File: src/rtl/lcsr_pkg.sv
// Shared types, constants and helpers for the load-cell serial reader.
// No dependencies; every other file of the block imports this package.

package lcsr_pkg;

   // Default build parameters.
   localparam int DATA_BITS_DEF = 24;
   localparam int PULSES_DEF    = 25;

   // Fixed widths of the fixed-point reading and of the raw output port.
   localparam int Q_W       = 40;
   localparam int RAW_OUT_W = 24;

   // Register reset values.
   localparam logic [31:0] SCALE_A_RST = 32'd1523914;
   localparam logic [31:0] SCALE_B_RST = 32'd3023112;
   localparam logic [7:0]  PERIOD_RST  = 8'd21;
   localparam logic [7:0]  LOW_RST     = 8'd10;

   // Saturation limits of signed Q23.16.
   localparam logic signed [Q_W-1:0] Q40_MAX = 40'sh7F_FFFF_FFFF;
   localparam logic signed [Q_W-1:0] Q40_MIN = 40'sh80_0000_0000;

   // Command and channel codes carried by an input transfer.
   localparam logic CMD_TICK = 1'b0;
   localparam logic CMD_TARE = 1'b1;
   localparam logic CELL_A   = 1'b0;
   localparam logic CELL_B   = 1'b1;

   // Register map, one 32-bit word per register.
   typedef enum logic [1:0] {
      REG_SCALE_A,
      REG_SCALE_B,
      REG_PERIOD,
      REG_LOW
   } reg_idx_type;

   // Per-channel view of the pin side after one item.
   typedef struct packed {
      logic sck;
      logic done;
   } chan_status_type;

   // Saturate a 41-bit signed sum to the 40-bit Q23.16 range.
   function automatic logic signed [Q_W-1:0] sat41(input logic signed [Q_W:0] v);
      logic signed [Q_W-1:0] r;
      if (v > (Q_W+1)'(Q40_MAX)) begin
         r = Q40_MAX;
      end else if (v < (Q_W+1)'(Q40_MIN)) begin
         r = Q40_MIN;
      end else begin
         r = v[Q_W-1:0];
      end
      return r;
   endfunction

endpackage

File: src/rtl/lcsr_calib.sv
// Calibration pipe for one channel: raw times scale, then offset and
// saturation into signed Q23.16. Depends on lcsr_pkg.

module lcsr_calib #(
   parameter int DATA_BITS = lcsr_pkg::DATA_BITS_DEF
) (
   input  logic                            clock,
   input  logic                            load_prod,
   input  logic                            load_out,
   input  logic signed [DATA_BITS-1:0]     raw,
   input  logic signed [lcsr_pkg::Q_W-1:0] offset,
   input  logic [31:0]                     scale,
   output logic signed [lcsr_pkg::Q_W-1:0] reading
);
   import lcsr_pkg::*;

   localparam int PW = DATA_BITS + 33;
   localparam int QW = PW - 16;
   localparam int SW = ((QW > Q_W) ? QW : Q_W) + 1;

   logic signed [PW-1:0]  prod_ff, prod_in;
   logic signed [Q_W-1:0] off_ff;
   logic signed [Q_W-1:0] reading_ff, reading_in;
   logic signed [QW-1:0]  quo;
   logic signed [SW-1:0]  sum;

   assign prod_in = PW'(raw) * PW'($signed({1'b0, scale}));

   // The arithmetic shift is a floor division by 2^16.
   assign quo = QW'(prod_ff >>> 16);
   assign sum = SW'(quo) + SW'(off_ff);

   always_comb begin
      if (sum > SW'(Q40_MAX)) begin
         reading_in = Q40_MAX;
      end else if (sum < SW'(Q40_MIN)) begin
         reading_in = Q40_MIN;
      end else begin
         reading_in = Q_W'(sum);
      end
   end

   always_ff @(posedge clock) begin
      if (load_prod) begin
         prod_ff <= prod_in;
         off_ff  <= offset;
      end
      if (load_out) begin
         reading_ff <= reading_in;
      end
   end

   assign reading = reading_ff;

endmodule

File: config.mk
export PLATFORM = sky130hd
export DESIGN_NAME = lcsr_calib
export DESIGN_NICKNAME = d
export VERILOG_FILES = /design/src/rtl/lcsr_pkg.sv /design/src/rtl/lcsr_calib.sv
export SDC_FILE = /design/constraint.sdc
export NUM_CORES = 2
export LEC_CHECK = 0
export BUFFER_PORTS_ARGS = -buffer_cell sky130_fd_sc_hd__buf_2
export CAP_MARGIN = 20
export CORE_MARGIN = 2
export CORE_UTILIZATION = 65
export CTS_BUF_LIST = sky130_fd_sc_hd__clkbuf_8
export DETAILED_ROUTE_END_ITERATION = 6
export GPL_TIMING_DRIVEN = 0
export PLACE_DENSITY = 0.82
export SYNTH_ARGS = -nofsm -noshare
export SYNTH_HDL_FRONTEND = slang
export SYNTH_SLANG_ARGS = --single-unit
export TNS_END_PERCENT = 50
File: constraint.sdc
create_clock -name clock -period 8.18 [get_ports clock]
set_input_delay 0.818 -clock clock [delete_from_list [all_inputs] [get_ports clock]]
set_output_delay 0.818 -clock clock [all_outputs]
set_load 0.02 [all_outputs]
==> metrics.log <==
INFO  metric worst_skew_pair.late_latency = 0.45 ns
INFO  metric slew_headroom = 40.02%
INFO  metric synth_seq_area_share = 11.76%
INFO  metric cts_inserted_buffers = 17
INFO  metric die_area = 49300 um2
INFO  metric first_global_vias = 26540
INFO  metric crit_share_post_route = 98.98%
INFO  metric crit_path_end_kind = register
INFO  metric post_dp_cell_area = 32380 um2
INFO  metric cts_sinks = 121
INFO  metric floorplan.rows = 79
INFO  metric max_cap_violations = 0
INFO  metric finalWorstPathRequiredPeriod = 8.097 ns
INFO  metric finalSetupViolations = 0
INFO  metric clock_tree.buffer_depth = 2
INFO  metric final-max-slew-violation-count = 0
INFO  metric die_w = 222.0 um
INFO  metric dpl.hpwl = 85680 um
INFO  metric max_slew.worst_pin.slew = 0.8997 ns
INFO  metric floorplan.initialDensity = 66.09%
INFO  metric holdPathEnd = off_ff[4]
INFO  metric synth_edf_count = 121
INFO  metric antenna_found_initial = 7
INFO  metric path_class = in2reg
INFO  metric synth-seq-cells = 121
INFO  metric hold-path-cell-count = 1
INFO  metric worst_reg2reg_setup_slack = 4.38 ns
INFO  metric timing.fmax = 0.1235 GHz
INFO  metric hold_viol = 0
INFO  metric final_antenna_net_count = 0
INFO  metric share_of_synthesized_flip_flops_with_an_asynchronous_set_or_reset = 0%
INFO  metric reg2regPathDepth = 13
INFO  metric routed_via_density = 6.053
INFO  metric avgSynthCellArea = 9.475 um2
INFO  metric grt_start_max_net_pins = 43
INFO  metric syn_to_final_growth = 6.443%
INFO  metric critical_path.max_fanout = 10
INFO  metric outcome = finished with violations
INFO  metric worst_r2r_startpoint = prod_ff[16]
INFO  metric dominantRegCellSynth = edfxtp_1
INFO  metric avgRoutedWirePerCell = 25.73 um
INFO  metric grt_usage = 43.69%
INFO  metric routed_wl = 103900 um
INFO  metric yosys.cell_types.count = 63
INFO  metric core = 46750 um2
INFO  metric h-tree-depth = 4
INFO  metric rsz_0062_raised_after_global_routing = false
INFO  metric port-buffer-count = 138
INFO  metric drtIter0Drc = 2295
INFO  metric syn-instance-count = 3261
INFO  metric drc = 2
INFO  metric num_ports = 139
INFO  metric grt_pass1_wl = 157500 um
INFO  metric min_path_type = in2reg
INFO  metric num-nets-final = 4430
INFO  metric drive_above_1_share = 8.219%
INFO  metric postLayoutCellArea = 32890 um2
INFO  metric floorplan.die.height = 222.0 um
INFO  metric critPathArrivalTime = 8.29 ns
INFO  metric cp_data_required_time = 8.37 ns
INFO  metric globalRouteOverflowTotal = 0
INFO  metric violated_checks = DRC
INFO  metric cts_tree = yes
INFO  metric dr_total_vias = 24460
INFO  metric postSynthNetCount = 4273
INFO  metric netlist_area = 30900 um2
INFO  metric worst_setup_hold_path_clk_slew = 0.08 ns
INFO  metric place.gp.congestion = 1.078
INFO  metric r2r_end = reading[30]
INFO  metric synthesis.yosys.warnings = 0
INFO  metric finalClockSkew = 0.01490 ns
INFO  metric hold_path.startpoint = offset[4]
INFO  metric drt-pass1-iter-count = 7
INFO  metric crit_path_start_kind = input pin
INFO  metric ctsRootBufferMaster = clkbuf_8
state kept, by name, indices dropped and copies added (netlist names):
register	count
reading	40
off_ff	40
prod_ff	41
cells in the final DEF (no fill, tap or decap), types with 70 or more instances in the layout:
cell,Yosys,final
inv_1,715,716
fa_1,658,658
nand2_1,425,425
and2_1,371,371
ha_1,255,255
buf_2,6,145
edfxtp_1,121,121
a21oi_1,85,84
clkbuf_2,0,81
a21o_1,79,79
clkbuf_1,159,70
worst max-delay path, stage by stage:
cell and delay, ns:
buf_2 0.19, clkbuf_2 0.36, and2_1 0.30, fa_1 0.50, inv_1 0.06, fa_1 0.71, fa_1 0.47, fa_1 0.51
inv_1 0.05, fa_1 0.50, fa_1 0.50, inv_1 0.05, fa_1 0.66, inv_1 0.09, ha_1 0.35, a21oi_1 0.24
o21ai_1 0.18, a311oi_2 0.31, o211ai_2 0.27, a311oi_2 0.38, o21ai_2 0.15, a41oi_2 0.33, o21bai_1 0.13, xor2_1 0.15
logic make-up (layout without fill, tap and decap cells):
logic type | count (synthesis) | count (layout) | synth area share [%]
compound gates | 297 | 297 | 6.463
other cells | 0 | 2 | 0
fa+ha+maj | 913 | 913 | 52.96
mux | 1 | 1 | 0.03644
flops | 121 | 121 | 11.76
buf+inv | 885 | 1055 | 10.87
simple gates | 966 | 966 | 15.70
xor+xnor | 78 | 78 | 2.211
synthesized netlist by cell type (16+ instances only):
cell,number,area (um2)
ha_1,255,3191
xor2_1,24,210.2
nand2b_1,17,106.4
and2_1,371,2321
o21ai_0,34,170.2
nand4_1,22,137.6
a21oi_1,85,425.4
nor2_1,47,176.4
nand3_1,16,80.08
a21o_1,79,593.1
xnor2_1,54,473.0
edfxtp_1,121,3633
nor2b_1,27,168.9
inv_1,715,2684
clkbuf_1,159,596.8
fa_1,658,13170
nand2_1,425,1595
per-layer routing:
metal	wire (um)	global-route usage (%)
met1	36610	53.64
met2	45960	68.08
met3	13710	14.40
met4	7656	25.17
met5	11	0
through the flow:
step,hold WS (ns),setup WS (ns),instances,setup TNS [ns],util (%)
after global routing,0.5182,0.005839,4039,0,70.34
after floorplan,0.6208,0.9381,3261,0,-
after global placement,0.6815,-0.7840,4006,-11.52,69.19
after CTS,0.5209,0.0003606,4039,0,70.17
after detailed placement,0.6765,-0.8995,4008,-14.37,69.27
final,0.5367,0.08340,4040,0,70.34
timing repair:
action / CTS / global route
endpoints found under the hold margin: 0 / 0
buffers inserted: 0 / 1
hold buffers: 0 / 0
pin swaps: 0 / 1
resized for setup: 43 / 101
setup endpoints to repair: 16 / 17
cell type report:
type	instances	area, um2
antenna	2	5.005
buffer	167	775.7
clock buffer	17	234.0
clock inverter	15	136.4
fill	3555	13870
inverter	715	2684
multi-input combinational	2255	23920
sequential	121	3633
tap	607	759.5
timing repair buffer	141	735.7
worst max path at each step:
| stage | end | slack [ns] | cells after the start | from |
|---|---|---|---|---|
| global placement | prod_ff[51] | -0.78 | 26 | raw[4] |
| finish | prod_ff[51] | 0.08 | 24 | scale[22] |
| detailed placement | prod_ff[52] | -0.90 | 26 | raw[4] |
| global route | prod_ff[51] | 0.006 | 24 | raw[6] |
| floorplan | prod_ff[51] | 0.94 | 24 | scale[28] |
| CTS | prod_ff[51] | 0.0004 | 24 | scale[11] |
Power is left out: the tool's default activity adds up to more than one toggle a clock period on the data nets, which glitch-free logic cannot reach.
