==> config.mk <==
export PLATFORM = sky130hd
export DESIGN_NAME = lcsr_channel
export DESIGN_NICKNAME = d
export VERILOG_FILES = /design/src/rtl/lcsr_pkg.sv /design/src/rtl/lcsr_channel.sv
export SDC_FILE = /design/constraint.sdc
export NUM_CORES = 1
export LEC_CHECK = 0
export BUFFER_PORTS_ARGS = -buffer_cell sky130_fd_sc_hd__clkbuf_2
export CORE_MARGIN = 4
export CORE_UTILIZATION = 52
export CTS_CLUSTER_DIAMETER = 50
export DETAILED_ROUTE_END_ITERATION = 8
export HOLD_SLACK_MARGIN = 0.05
export PLACE_DENSITY_LB_ADDON = 0.12
export SLEW_MARGIN = 20
export SYNTH_ARGS = -nofsm -noshare
export SYNTH_HDL_FRONTEND = slang
export SYNTH_SLANG_ARGS = --single-unit
==> constraint.sdc <==
create_clock -name clock -period 4.1 [get_ports clock]
set_input_delay 0.205 -clock clock [delete_from_list [all_inputs] [get_ports clock]]
set_output_delay 0.205 -clock clock [all_outputs]
set_load 0.01 [all_outputs]
==> src/rtl/lcsr_pkg.sv <==
// Shared types, constants and helpers for the load-cell serial reader.
// No dependencies; every other file of the block imports this package.

package lcsr_pkg;

   // Default build parameters.
   localparam int DATA_BITS_DEF = 24;
   localparam int PULSES_DEF    = 25;

   // Fixed widths of the fixed-point reading and of the raw output port.
   localparam int Q_W       = 40;
   localparam int RAW_OUT_W = 24;

   // Register reset values.
   localparam logic [31:0] SCALE_A_RST = 32'd1523914;
   localparam logic [31:0] SCALE_B_RST = 32'd3023112;
   localparam logic [7:0]  PERIOD_RST  = 8'd21;
   localparam logic [7:0]  LOW_RST     = 8'd10;

   // Saturation limits of signed Q23.16.
   localparam logic signed [Q_W-1:0] Q40_MAX = 40'sh7F_FFFF_FFFF;
   localparam logic signed [Q_W-1:0] Q40_MIN = 40'sh80_0000_0000;

   // Command and channel codes carried by an input transfer.
   localparam logic CMD_TICK = 1'b0;
   localparam logic CMD_TARE = 1'b1;
   localparam logic CELL_A   = 1'b0;
   localparam logic CELL_B   = 1'b1;

   // Register map, one 32-bit word per register.
   typedef enum logic [1:0] {
      REG_SCALE_A,
      REG_SCALE_B,
      REG_PERIOD,
      REG_LOW
   } reg_idx_type;

   // Per-channel view of the pin side after one item.
   typedef struct packed {
      logic sck;
      logic done;
   } chan_status_type;

   // Saturate a 41-bit signed sum to the 40-bit Q23.16 range.
   function automatic logic signed [Q_W-1:0] sat41(input logic signed [Q_W:0] v);
      logic signed [Q_W-1:0] r;
      if (v > (Q_W+1)'(Q40_MAX)) begin
         r = Q40_MAX;
      end else if (v < (Q_W+1)'(Q40_MIN)) begin
         r = Q40_MIN;
      end else begin
         r = v[Q_W-1:0];
      end
      return r;
   endfunction

endpackage

==> src/rtl/lcsr_channel.sv <==
// One converter channel: start detection, serial clock timing, bit capture
// and tare offset. Depends on lcsr_pkg.

module lcsr_channel #(
   parameter int DATA_BITS = lcsr_pkg::DATA_BITS_DEF,
   parameter int PULSES    = lcsr_pkg::PULSES_DEF
) (
   input  logic                            clock,
   input  logic                            reset,
   input  logic                            tick_en,
   input  logic                            tare_en,
   input  logic                            pin,
   input  logic signed [lcsr_pkg::Q_W-1:0] tare_value,
   input  logic [7:0]                      period_ticks,
   input  logic [7:0]                      low_ticks,
   output lcsr_pkg::chan_status_type       status,
   output logic signed [DATA_BITS-1:0]     raw_next,
   output logic signed [lcsr_pkg::Q_W-1:0] offset_next
);
   import lcsr_pkg::*;

   localparam int PC_W  = $clog2(PULSES + 1);
   localparam int BI_W  = $clog2(DATA_BITS);
   localparam int CNT_W = (PC_W > BI_W) ? PC_W : BI_W;

   logic                   busy_ff, busy_in;
   logic [7:0]             tick_ff, tick_in;
   logic [CNT_W-1:0]       pulse_ff, pulse_in;
   logic [DATA_BITS-1:0]   shift_ff, shift_in;
   logic signed [DATA_BITS-1:0] raw_ff, raw_in;
   logic signed [Q_W-1:0]  offset_ff, offset_in;
   logic                   prev_ff, prev_in;
   logic                   done;
   logic [CNT_W-1:0]       pulse_inc;
   logic                   last_count;

   assign pulse_inc  = pulse_ff + CNT_W'(1);
   assign last_count = ({1'b0, tick_ff} + 9'd1) >= {1'b0, period_ticks};

   always_comb begin
      busy_in   = busy_ff;
      tick_in   = tick_ff;
      pulse_in  = pulse_ff;
      shift_in  = shift_ff;
      raw_in    = raw_ff;
      offset_in = offset_ff;
      prev_in   = prev_ff;
      done      = 1'b0;
      if (tick_en) begin
         if (busy_ff) begin
            if (last_count) begin
               // Sample MSB first while the pulse number still addresses a data bit.
               for (int i = 0; i < DATA_BITS; i++) begin
                  if (pin && (pulse_ff == CNT_W'(DATA_BITS - 1 - i))) begin
                     shift_in[i] = 1'b1;
                  end
               end
               tick_in  = 8'd0;
               pulse_in = pulse_inc;
               if (pulse_inc >= CNT_W'(PULSES)) begin
                  raw_in   = $signed(shift_in);
                  busy_in  = 1'b0;
                  pulse_in = '0;
                  done     = 1'b1;
               end
            end else begin
               tick_in = tick_ff + 8'd1;
            end
         end else if (prev_ff && !pin) begin
            busy_in  = 1'b1;
            tick_in  = 8'd0;
            pulse_in = '0;
            shift_in = '0;
         end
         prev_in = pin;
      end
      if (tare_en) begin
         offset_in = sat41((Q_W+1)'(offset_ff) - (Q_W+1)'(tare_value));
      end
   end

   always_ff @(posedge clock) begin
      if (reset) begin
         busy_ff   <= 1'b0;
         tick_ff   <= 8'd0;
         pulse_ff  <= '0;
         shift_ff  <= '0;
         raw_ff    <= '0;
         offset_ff <= '0;
         prev_ff   <= 1'b1;
      end else begin
         busy_ff   <= busy_in;
         tick_ff   <= tick_in;
         pulse_ff  <= pulse_in;
         shift_ff  <= shift_in;
         raw_ff    <= raw_in;
         offset_ff <= offset_in;
         prev_ff   <= prev_in;
      end
   end

   assign status.sck  = busy_in && (tick_in >= low_ticks);
   assign status.done = done;
   assign raw_next    = raw_in;
   assign offset_next = offset_in;

endmodule

==> reports/qor.txt, run 1 <==
skew final: 0.00502 ns
initial antenna violation count: 0
largest stage delay on the critical path: 0.36 ns
max-cap viol count: 0
largest cells by area after synthesis: dfxtp_1, ha_1, nor2_1
crit path capture: status[1]
ant diodes: 0
Place WS: -0.163 ns
Synth area leader: dfxtp_1
Vias: 7,343
H-tree depth: 3
Hold Fails Final Rpt: 0
Top cell by count, worst path: o21a_1
Cells after Synth: 996
RSZ-0062 raised after global routing: true
slowest stage cell, crit path: dfxtp_4
worst min path class: in -> reg
Synth Flop Type: dfxtp_1
GRT overflow: 0
wirelength, routed: 20,100 microns
total clock sinks: 103
hpwl dp: 14,900 microns
crit-path cells: ha_4, ha_4, nor2b_1, o21a_1, o21a_1, o21a_1, o21a_1, o211ai_1, and3_1, nand2_1, mux2_4, ha_4, nand2b_4, a21o_1, a21o_1, a21o_1, a21oi_2, nor2b_1, o21ai_1, nand2b_1, a21oi_1, nor2_1, buf_2
failing checks: negative setup slack
Levels on crit path: 23
Cell variety after synth: 78
Starting Density: 53.6%
Crit Path Category: reg -> out
Slew @ Worst Pin: 0.912 ns
Core Rows: 43
Buf+Inv Stages, Crit Path: 1
R2R Setup Slk: 0.56 ns
drt pass-1 iters: 5
Final Cycle Share: 109%
port bufs: 126
slew margin rel.: 39.2%
CTS tree: built
outcome: finished, violations left
vias in the first global route: 7,124
total power: 4.11 mW
Area Overhead vs Synth: 18.3%
Leakage: 4.05 nW
GRT Overall Usage: 24.5%
initial DRC count: 363
Setup crit end kind: output port
core area: 14,000 sq um
Post-route DRC: 0
Clock Latency Late Sink: 0.35 ns
CP required: 3.89 ns
first-pass GRT wire length: 33,400 microns
Syn Nets: 1,120
CP Launch Point: tick_ff[0]
die height: 128 microns
drt wl/cell: 15.5 microns
mapped cell area: 7530 sq um
IO Count: 127
via/cell ratio: 5.64
sequential element share of the synthesized area: 27.4%
die area: 16,500 sq um
CP top delay family: compound AO/OA/AOI/OAI gates
total CTS buffers: 9
final setup violation count: 1
FF-to-FF path depth: 12
DIE WIDTH: 128 microns
post-layout minimum cycle time: 4.48 ns
EDFF count, synth: 0
Async SR Flop Fraction: 0%
layout cells sized above 1: 20.7%
total number of yosys warnings: 0
Fmax: 223 MHz
Worst setup SP type: flop
Pwr per Cell Area: 461 nW/um^2
most instantiated cells after synthesis: nor2_1, dfxtp_1, a21oi_1, nand2_1, inv_1
VDD IR max: 366 uV
Root Driver: clkbuf_16
Critical R2R Launch: offset_ff[22]
CP max FO: 3
Worst R2R End: offset_ff[8]
Slew Viols, Final: 0
Synth top area share: 27.4%
Max clock buf depth: 2
slack of the critical path: -0.383 ns
final net count: 1,240
gpl congestion: 0.929
Seq cells post-synth: 103
maximum number of pins on one net before global-route repair: 52
arrival time at the worst endpoint: 4.28 ns
antenna viol nets, final: 0
Clk pin slew, worst setup/hold paths: 0.08 ns
most numerous cell in the Yosys netlist: nor2_1
Mean Syn Cell Area: 7.56 sq um
cell families (layout without fill, tap and decap cells):
group,Yosys count,count (layout),synth area share [%]
AO/OA/AOI/OAI,310,310,28.0
XOR/XNOR,48,48,5.58
adder cells (fa/ha/maj),63,63,10.6
buffers and inverters,126,251,6.85
flip-flops,103,103,27.4
multiplexers,3,3,0.432
AND/OR/NAND/NOR,343,343,21.2
power breakdown:
| group | leakage, nW | switching, mW | internal (mW) |
|---|---|---|---|
| clock | 0.157 | 0.438 | 0.509 |
| combinational | 3.05 | 1.20 | 0.795 |
| sequential | 0.841 | 0.0605 | 1.10 |
| total | 4.05 | 1.70 | 2.40 |
worst min-delay path by stage:
stage	end	depth (start not counted)	start
6_report	prev_ff	3	tick_en
5_1_grt	prev_ff	3	pin
4_1_cts	prev_ff	3	pin
3_5_place_dp	shift_ff[13]	2	shift_ff[13]
3_3_place_gp	shift_ff[20]	2	shift_ff[20]
2_1_floorplan	prev_ff	2	pin
worst reg2reg max path: stages, from the launching register on:
cell and delay (ns):
dfxtp_1 0.32, ha_1 0.43, nand4_1 0.17, nor2_1 0.18, and3_1 0.19, o211ai_2 0.14
a211oi_2 0.41, o211ai_2 0.17, a21oi_2 0.31, nor2_4 0.05, buf_4 0.20, o21ai_2 0.70
a211oi_1 0.10
cell type report:
cell class | instances | area (sq um)
multi-input cells | 767 | 5100
well taps | 180 | 225
fillers | 1317 | 5130
clock buffers | 10 | 239
repair buffers | 161 | 910
clock inverters | 6 | 87.6
flip-flops and latches | 103 | 2070
inverters | 74 | 278
state kept, by name, indices dropped and copies added, names as in the netlist:
name       cells
raw_ff        24
offset_ff     40
shift_ff      24
pulse_ff       5
tick_ff        8
prev_ff        1
busy_ff        1
through the flow:
stage / TNS (ns) / instances / hold slack, ns / area (sq um) / utilization (%)
after floorplan: 0 / 996 / 0.333 / 7540 / -
after global placement: -0.123 / 1278 / 0.435 / 8390 / 59.8
after detailed placement: -0.163 / 1278 / 0.442 / 8390 / 59.8
after CTS: -0.404 / 1300 / 0.209 / 8840 / 63.0
after global routing: -0.611 / 1301 / 0.251 / 8910 / 63.4
final: -0.383 / 1301 / 0.224 / 8910 / 63.4
layer usage:
| layer | GRT usage (%) | share of wire (%) |
|---|---|---|
| met2 | 41.7 | 48 |
| met5 | 0 | 0 |
| met4 | 9.11 | 2.3 |
| met3 | 3.74 | 3.9 |
| met1 | 31.3 | 46 |
timing repair:
item | CTS | global route
resized for setup | 12 | 11
endpoints found under the setup margin | 15 | 51
pin swaps | 19 | 13
cloned | 0 | 0
hold buffers | 0 | 0
setup buffers | 7 | 1
cell usage in the layout (no fill, tap or decap), drive strengths merged, types with 28 or more instances in the layout:
cell    count
a211oi     44
a21oi      84
and2       36
buf        36
clkbuf    135
dfxtp     103
ha         62
inv        75
nand2      75
nor2      152
o21ai      58
xnor2      28
(Power assumes the default switching activity.)
==> run 2, diff against run 1 <==
--- a/config.mk
+++ b/config.mk
@@ -7,7 +7,7 @@
 export LEC_CHECK = 0
 export BUFFER_PORTS_ARGS = -buffer_cell sky130_fd_sc_hd__clkbuf_2
 export CORE_MARGIN = 4
-export CORE_UTILIZATION = 52
+export CORE_UTILIZATION = 50
 export CTS_CLUSTER_DIAMETER = 50
 export DETAILED_ROUTE_END_ITERATION = 8
 export HOLD_SLACK_MARGIN = 0.05
==> constraint.sdc (replaced) <==
create_clock -name clock -period 4.7 [get_ports clock]
set_input_delay 0.235 -clock clock [delete_from_list [all_inputs] [get_ports clock]]
set_output_delay 0.235 -clock clock [all_outputs]
set_load 0.01 [all_outputs]
==> run 2 against run 1 <==
The run now ends clean. Clock power down 12%. Combinational power is 15% lower. Via count down 1.6%. Critical path type unchanged. Core utilization shrank 3.8 points. Clock-buffer cell count is 1 lower. Clock skew rose by 0.0055 ns. Final cell count fell by 0.92%. Worst setup slack improved by 0.48 ns.
==> reports/qor.txt, run 2 (synthesized netlist as in run 1, its figures left out) <==
hpwl dp: 14,500 microns (-2.5%)
Root Driver: clkbuf_16
max-cap viol count: 0 (unchanged)
vias in the first global route: 6,636 (-6.9%)
Hold Fails Final Rpt: 0 (unchanged)
Starting Density: 51.4% (-2.2 points)
Cell Area, Placed: 8240 sq um (-1.8%)
initial DRC count: 389 (+7.2%)
die area: 17,100 sq um (+3.7%)
Crit Path Category: reg -> out
GRT overflow: 0 (unchanged)
arrival time at the worst endpoint: 4.36 ns (+0.08 ns)
Biggest register: offset_ff
post-layout minimum cycle time: 4.60 ns
total CTS buffers: 9 (unchanged)
flip-flop count of the largest register after layout: 40 (unchanged)
worst min path class: in -> reg
most frequent cells in the layout: nor2_1, clkbuf_2, dfxtp_1
Place WS: 0.133 ns (+0.296 ns)
Pwr per Cell Area: 404 nW/um^2 (-12%)
H-tree depth: 3 (unchanged)
most common cell after layout, fill and taps aside: nor2_1
drt pass-1 iters: 5 (unchanged)
VDD IR max: 210 uV (-43%)
wirelength, routed: 19,700 microns (-1.9%)
CTS tree: built
die height: 131 microns (+1.9%)
Leakage: 3.95 nW (-2.5%)
IO Count: 127 (unchanged)
layout cells sized above 1: 19.5% (-1.1 points)
Fmax: 217 MHz
top flop regs: offset_ff x40, raw_ff x24, shift_ff x24
Max clock buf depth: 2 (unchanged)
initial antenna violation count: 0 (unchanged)
drt wl/cell: 15.3 microns (-0.99%)
gpl congestion: 0.878 (-5.5%)
total clock sinks: 103 (unchanged)
Post-route DRC: 0 (unchanged)
slack of the critical path: 0.102 ns (+0.485 ns)
final instance area: 8740 sq um (-1.9%)
outcome: finished clean
Vias: 7,223 (-1.6%)
Area Overhead vs Synth: 16.0%
port bufs: 126 (unchanged)
first-pass GRT wire length: 32,300 microns (-3.3%)
Setup crit end kind: output port
CP max FO: 4 (+1)
antenna viol nets, final: 0 (unchanged)
core area: 14,600 sq um (+4.3%)
Clk pin slew, worst setup/hold paths: 0.08 ns (about the same)
slew margin rel.: 39.3% (about the same)
maximum number of pins on one net before global-route repair: 76 (+46%)
DIE WIDTH: 131 microns (+1.9%)
CP required: 4.47 ns (+0.58 ns)
ant diodes: 0 (unchanged)
GRT Overall Usage: 23.2% (-1.2 points)
Worst setup SP type: flop
skew final: 0.0105 ns (+0.00548 ns)
CTS hold repair buffers: 0 (unchanged)
Final Cycle Share: 97.8%
Slew Viols, Final: 0 (unchanged)
Layout fillers: 1,423 (+8.0%)
final setup violation count: 0 (-1)
Clock Latency Late Sink: 0.36 ns (about the same)
Slew @ Worst Pin: 0.911 ns (-0.000419 ns)
final net count: 1,224 (-1.3%)
via/cell ratio: 5.60 (-0.72%)
RSZ-0062 raised after global routing: true
Core Rows: 44 (+2.3%)
run 2: changes by cell type in the layout (fill, tap and decap cells not counted), sizes merged:
cell,change
inv,+1
clkbuf,-1
buf,-16
run 2: through the flow:
step | power (mW) | cells | setup TNS, ns | util, % | hold WS [ns]
global route | 3.80 | 1289 | -0.0822 | 59.7 | 0.220
detailed placement | 2.70 | 1264 | 0 | 56.3 | 0.444
finish | 3.53 | 1289 | 0 | 59.7 | 0.226
floorplan | 2.27 | 996 | 0 | - | 0.363
global placement | 2.69 | 1264 | 0 | 56.3 | 0.435
CTS | 3.54 | 1286 | 0 | 59.1 | 0.199
run 2: final cells by class:
cell class	instances	area, sq um	area share, %
Clock buffer	9	225	2.58
Timing Repair Buffer	145	773	8.85
Inverter	74	278	3.18
Multi-Input combinational cell	767	5060	57.9
Tap cell	184	230	2.63
Clock inverter	7	98.8	1.13
Sequential cell	103	2080	23.8
run 2: final timing paths:
path / startpoint / end / slack, ns / cells after the start
setup / recovery: tick_ff[0] / status[1] / 0.10 / 23
hold / removal: pin / prev_ff / 0.23 / 3
setup reg to reg: offset_ff[0] / offset_ff[7] / 1.12 / 13
hold reg to reg: shift_ff[16] / shift_ff[16] / 0.46 / 2
run 2: worst max-delay path, stage by stage (launching register included):
cell and delay (ns):
dfxtp_4 0.37, ha_4 0.28, ha_4 0.19, nor2b_1 0.12
o21a_1 0.16, o21a_1 0.17, o21a_1 0.16, o21a_1 0.16
o211ai_1 0.25, and3_4 0.26, nand2_4 0.06, mux2_4 0.30
ha_4 0.21, nand2b_1 0.13, a21o_1 0.15, a21o_1 0.16
a21o_1 0.16, a21oi_2 0.14, nor2b_1 0.06, o21ai_1 0.13
nand2b_1 0.07, a21oi_1 0.11, nor2_1 0.05, buf_2 0.13
run 2: where the power goes:
part           switching, mW  leakage (nW)  internal (mW)
combinational           1.03          2.95          0.667
sequential            0.0507         0.843          0.956
clock                  0.397         0.156          0.434
run 2: what timing repair did:
action	in CTS	in global routing
buffers inserted	6	4
resized for setup	10	16
endpoints found under the setup margin	1	1
pin swaps	2	11
run 2: metal layers:
metal	GRT usage (%)	part of all wire (%)	up-vias
met2	39.3	48	148
li1	-	-	3719
met1	31.4	47	3342
met3	3.82	3.9	14
met4	5.02	1.1	0
met5	0	0	-
==> run 3, diff against run 2 <==
--- a/config.mk
+++ b/config.mk
@@ -6,8 +6,11 @@
 export NUM_CORES = 1
 export LEC_CHECK = 0
 export BUFFER_PORTS_ARGS = -buffer_cell sky130_fd_sc_hd__clkbuf_2
+export CELL_PAD_IN_SITES_DETAIL_PLACEMENT = 0
+export CELL_PAD_IN_SITES_GLOBAL_PLACEMENT = 2
 export CORE_MARGIN = 4
-export CORE_UTILIZATION = 50
+export CORE_UTILIZATION = 34
+export CTS_BUF_LIST = sky130_fd_sc_hd__clkbuf_2
 export CTS_CLUSTER_DIAMETER = 50
 export DETAILED_ROUTE_END_ITERATION = 8
 export HOLD_SLACK_MARGIN = 0.05
==> run 3 against run 2 <==
The flow now finishes with violations (negative setup slack). Flip-flop and latch count unchanged. Sequential power about the same. First-iteration DRC count decreased by 15%. Critical path depth unchanged. Final area increased by 0.94%. Non-clock buffer count increased by 17. Highest routed layer unchanged.
==> reports/qor.txt, run 3 (synthesized netlist as in run 1, its figures left out) <==
DIE WIDTH: 157 microns (+20%)
Hold Slack: 0.199 ns (-0.0267 ns)
port bufs: 126 (unchanged)
layout cells sized above 1: 20.3% (+0.77 points)
hpwl dp: 16,900 microns (+16%)
crit-path cells: ha_4, ha_4, nor2b_1, o21a_1, o21a_1, o21a_1, o21a_1, o211ai_1, and3_1, nand2_2, mux2_4, ha_4, nand2b_4, a21o_1, a21o_1, a21o_1, a21oi_2, nor2b_1, o21ai_1, nand2b_1, a21oi_2, nor2_1, buf_2
Area Overhead vs Synth: 17.1%
met3 WL: 742 microns (-3.8%)
Top cell by count, worst path: o21a_1
met2 routed WL: 10,800 microns (+15%)
slew margin rel.: 46.4% (+7.2 points)
Max clock buf depth: 2 (unchanged)
GRT overflow: 0 (unchanged)
H-tree depth: 3 (unchanged)
Biggest register: offset_ff
flip-flop count of the largest register after layout: 40 (unchanged)
most frequent cells in the layout: nor2_1, clkbuf_2, dfxtp_1
core area: 21,800 sq um (+49%)
initial antenna violation count: 1 (+1)
final instance area: 8820 sq um (+0.94%)
failing checks: negative setup slack
vias in the first global route: 6,928 (+4.4%)
Vias: 7,173 (-0.69%)
Worst setup SP type: flop
Setup crit end kind: output port
final net count: 1,241 (+1.4%)
maximum number of pins on one net before global-route repair: 76 (unchanged)
Hold Fails Final Rpt: 0 (unchanged)
wirelength, routed: 22,400 microns (+14%)
RSZ-0062 raised after global routing: true
Place WS: 0.173 ns (+0.0404 ns)
largest stage delay on the critical path: 0.43 ns (+0.06 ns)
max-cap viol count: 0 (unchanged)
Slew @ Worst Pin: 0.804 ns (-0.108 ns)
Clock Latency Late Sink: 0.66 ns (+0.30 ns)
GRT Overall Usage: 18.0% (-5.2 points)
most common cell after layout, fill and taps aside: nor2_1
Cell Area, Placed: 8420 sq um (+2.2%)
drt wl/cell: 16.0 microns (+4.5%)
IO Count: 127 (unchanged)
top flop regs: offset_ff x40, raw_ff x24, shift_ff x24
Slew Viols, Final: 0 (unchanged)
Pwr per Cell Area: 369 nW/um^2 (-8.7%)
antenna viol nets, final: 0 (unchanged)
via/cell ratio: 5.11 (-8.8%)
VDD IR max: 137 uV (-35%)
slack of the critical path: -0.159 ns (-0.261 ns)
CP max FO: 3 (-1)
Clk pin slew, worst setup/hold paths: 0.35 ns (+0.27 ns)
Final Cycle Share: 103% (+5.5 points)
Fmax: 206 MHz (-5.4%)
arrival time at the worst endpoint: 4.62 ns (+0.26 ns)
slowest stage cell, crit path: dfxtp_4
CTS tree: built
worst min path class: in -> reg
Max Used Layer: met4
initial DRC count: 331 (-15%)
first-pass GRT wire length: 35,800 microns (+11%)
Core Rows: 54 (+23%)
CP required: 4.47 ns (about the same)
die area: 24,600 sq um (+44%)
final setup violation count: 1 (+1)
Leakage: 3.96 nW (+0.18%)
Crit Path Category: reg -> out
DRT met1 WL: 10,600 microns (+14%)
total clock sinks: 103 (unchanged)
total power: 3.25 mW (-7.9%)
die height: 157 microns (+20%)
Starting Density: 34.5% (-17 points)
skew final: 0.0444 ns (+0.0339 ns)
post-layout minimum cycle time: 4.86 ns (+0.261 ns)
Post-route DRC: 0 (unchanged)
total CTS buffers: 9 (unchanged)
Root Driver: clkbuf_2
gpl congestion: 0.787 (-10%)
drt pass-1 iters: 4 (-1)
outcome: finished, violations left
-- run 3: path summary, 6_finish.rpt --
| path | end | slack (ns) | from | depth (start not counted) |
|---|---|---|---|---|
| worst min register to register | shift_ff[19] | 0.48 | shift_ff[19] | 2 |
| worst min-delay path | offset_ff[8] | 0.20 | tare_value[8] | 6 |
| worst max-delay path | status[1] | -0.16 | tick_ff[1] | 23 |
| worst max register to register | offset_ff[4] | 1.12 | offset_ff[15] | 12 |
-- run 3: layout make-up --
| cell class | instances | area [sq um] |
|---|---|---|
| antenna | 1 | 2.50 |
| inverter | 74 | 278 |
| timing repair buffer | 162 | 922 |
| clock buffer | 9 | 45.0 |
| fill | 2413 | 13000 |
| multi-input combinational | 767 | 5080 |
| sequential | 103 | 2070 |
| clock inverter | 7 | 73.8 |
| tap | 280 | 350 |
-- run 3: power by group --
part | internal [mW] | total [mW] | leakage, nW | switching (mW)
Clock | 0.0893 | 0.460 | 0.0673 | 0.371
Sequential | 0.962 | 1.01 | 0.843 | 0.0505
Combinational | 0.701 | 1.78 | 3.05 | 1.08
Total | 1.75 | 3.25 | 3.96 | 1.50
-- run 3: layer usage --
layer / vias to the layer above / global-route usage, %
met3: 17 / 2.43
li1: 3748 / -
met1: 3293 / 24.3
met2: 115 / 31.0
met4: 0 / 3.39
met5: - / 0
-- run 3: repair_timing --
| action | CTS | global route |
|---|---|---|
| hold buffers | 7 | 0 |
| setup buffers | 8 | 3 |
| hold endpoints to repair | 15 | 0 |
| resized for setup | 17 | 12 |
| pin swaps | 14 | 14 |
| setup endpoints to repair | 22 | 32 |
-- run 3: worst max-delay path: cells and delay by family (launching register included) --
family	cells	cell delay (ns)
AND/OR/NAND/NOR	7	0.73
multiplexers	1	0.30
adder cells (fa/ha/maj)	3	0.68
buffers and inverters	1	0.13
AO/OA/AOI/OAI	11	1.73
flip-flops	1	0.43
-- run 3: per-stage QoR --
step,setup TNS [ns],util (%),cells
6_report,-0.159,40.4,1403
2_1_floorplan,0,-,996
3_3_place_gp,0,38.6,1368
5_1_grt,-0.478,40.4,1403
3_5_place_dp,0,38.6,1368
4_1_cts,-0.269,40.1,1399
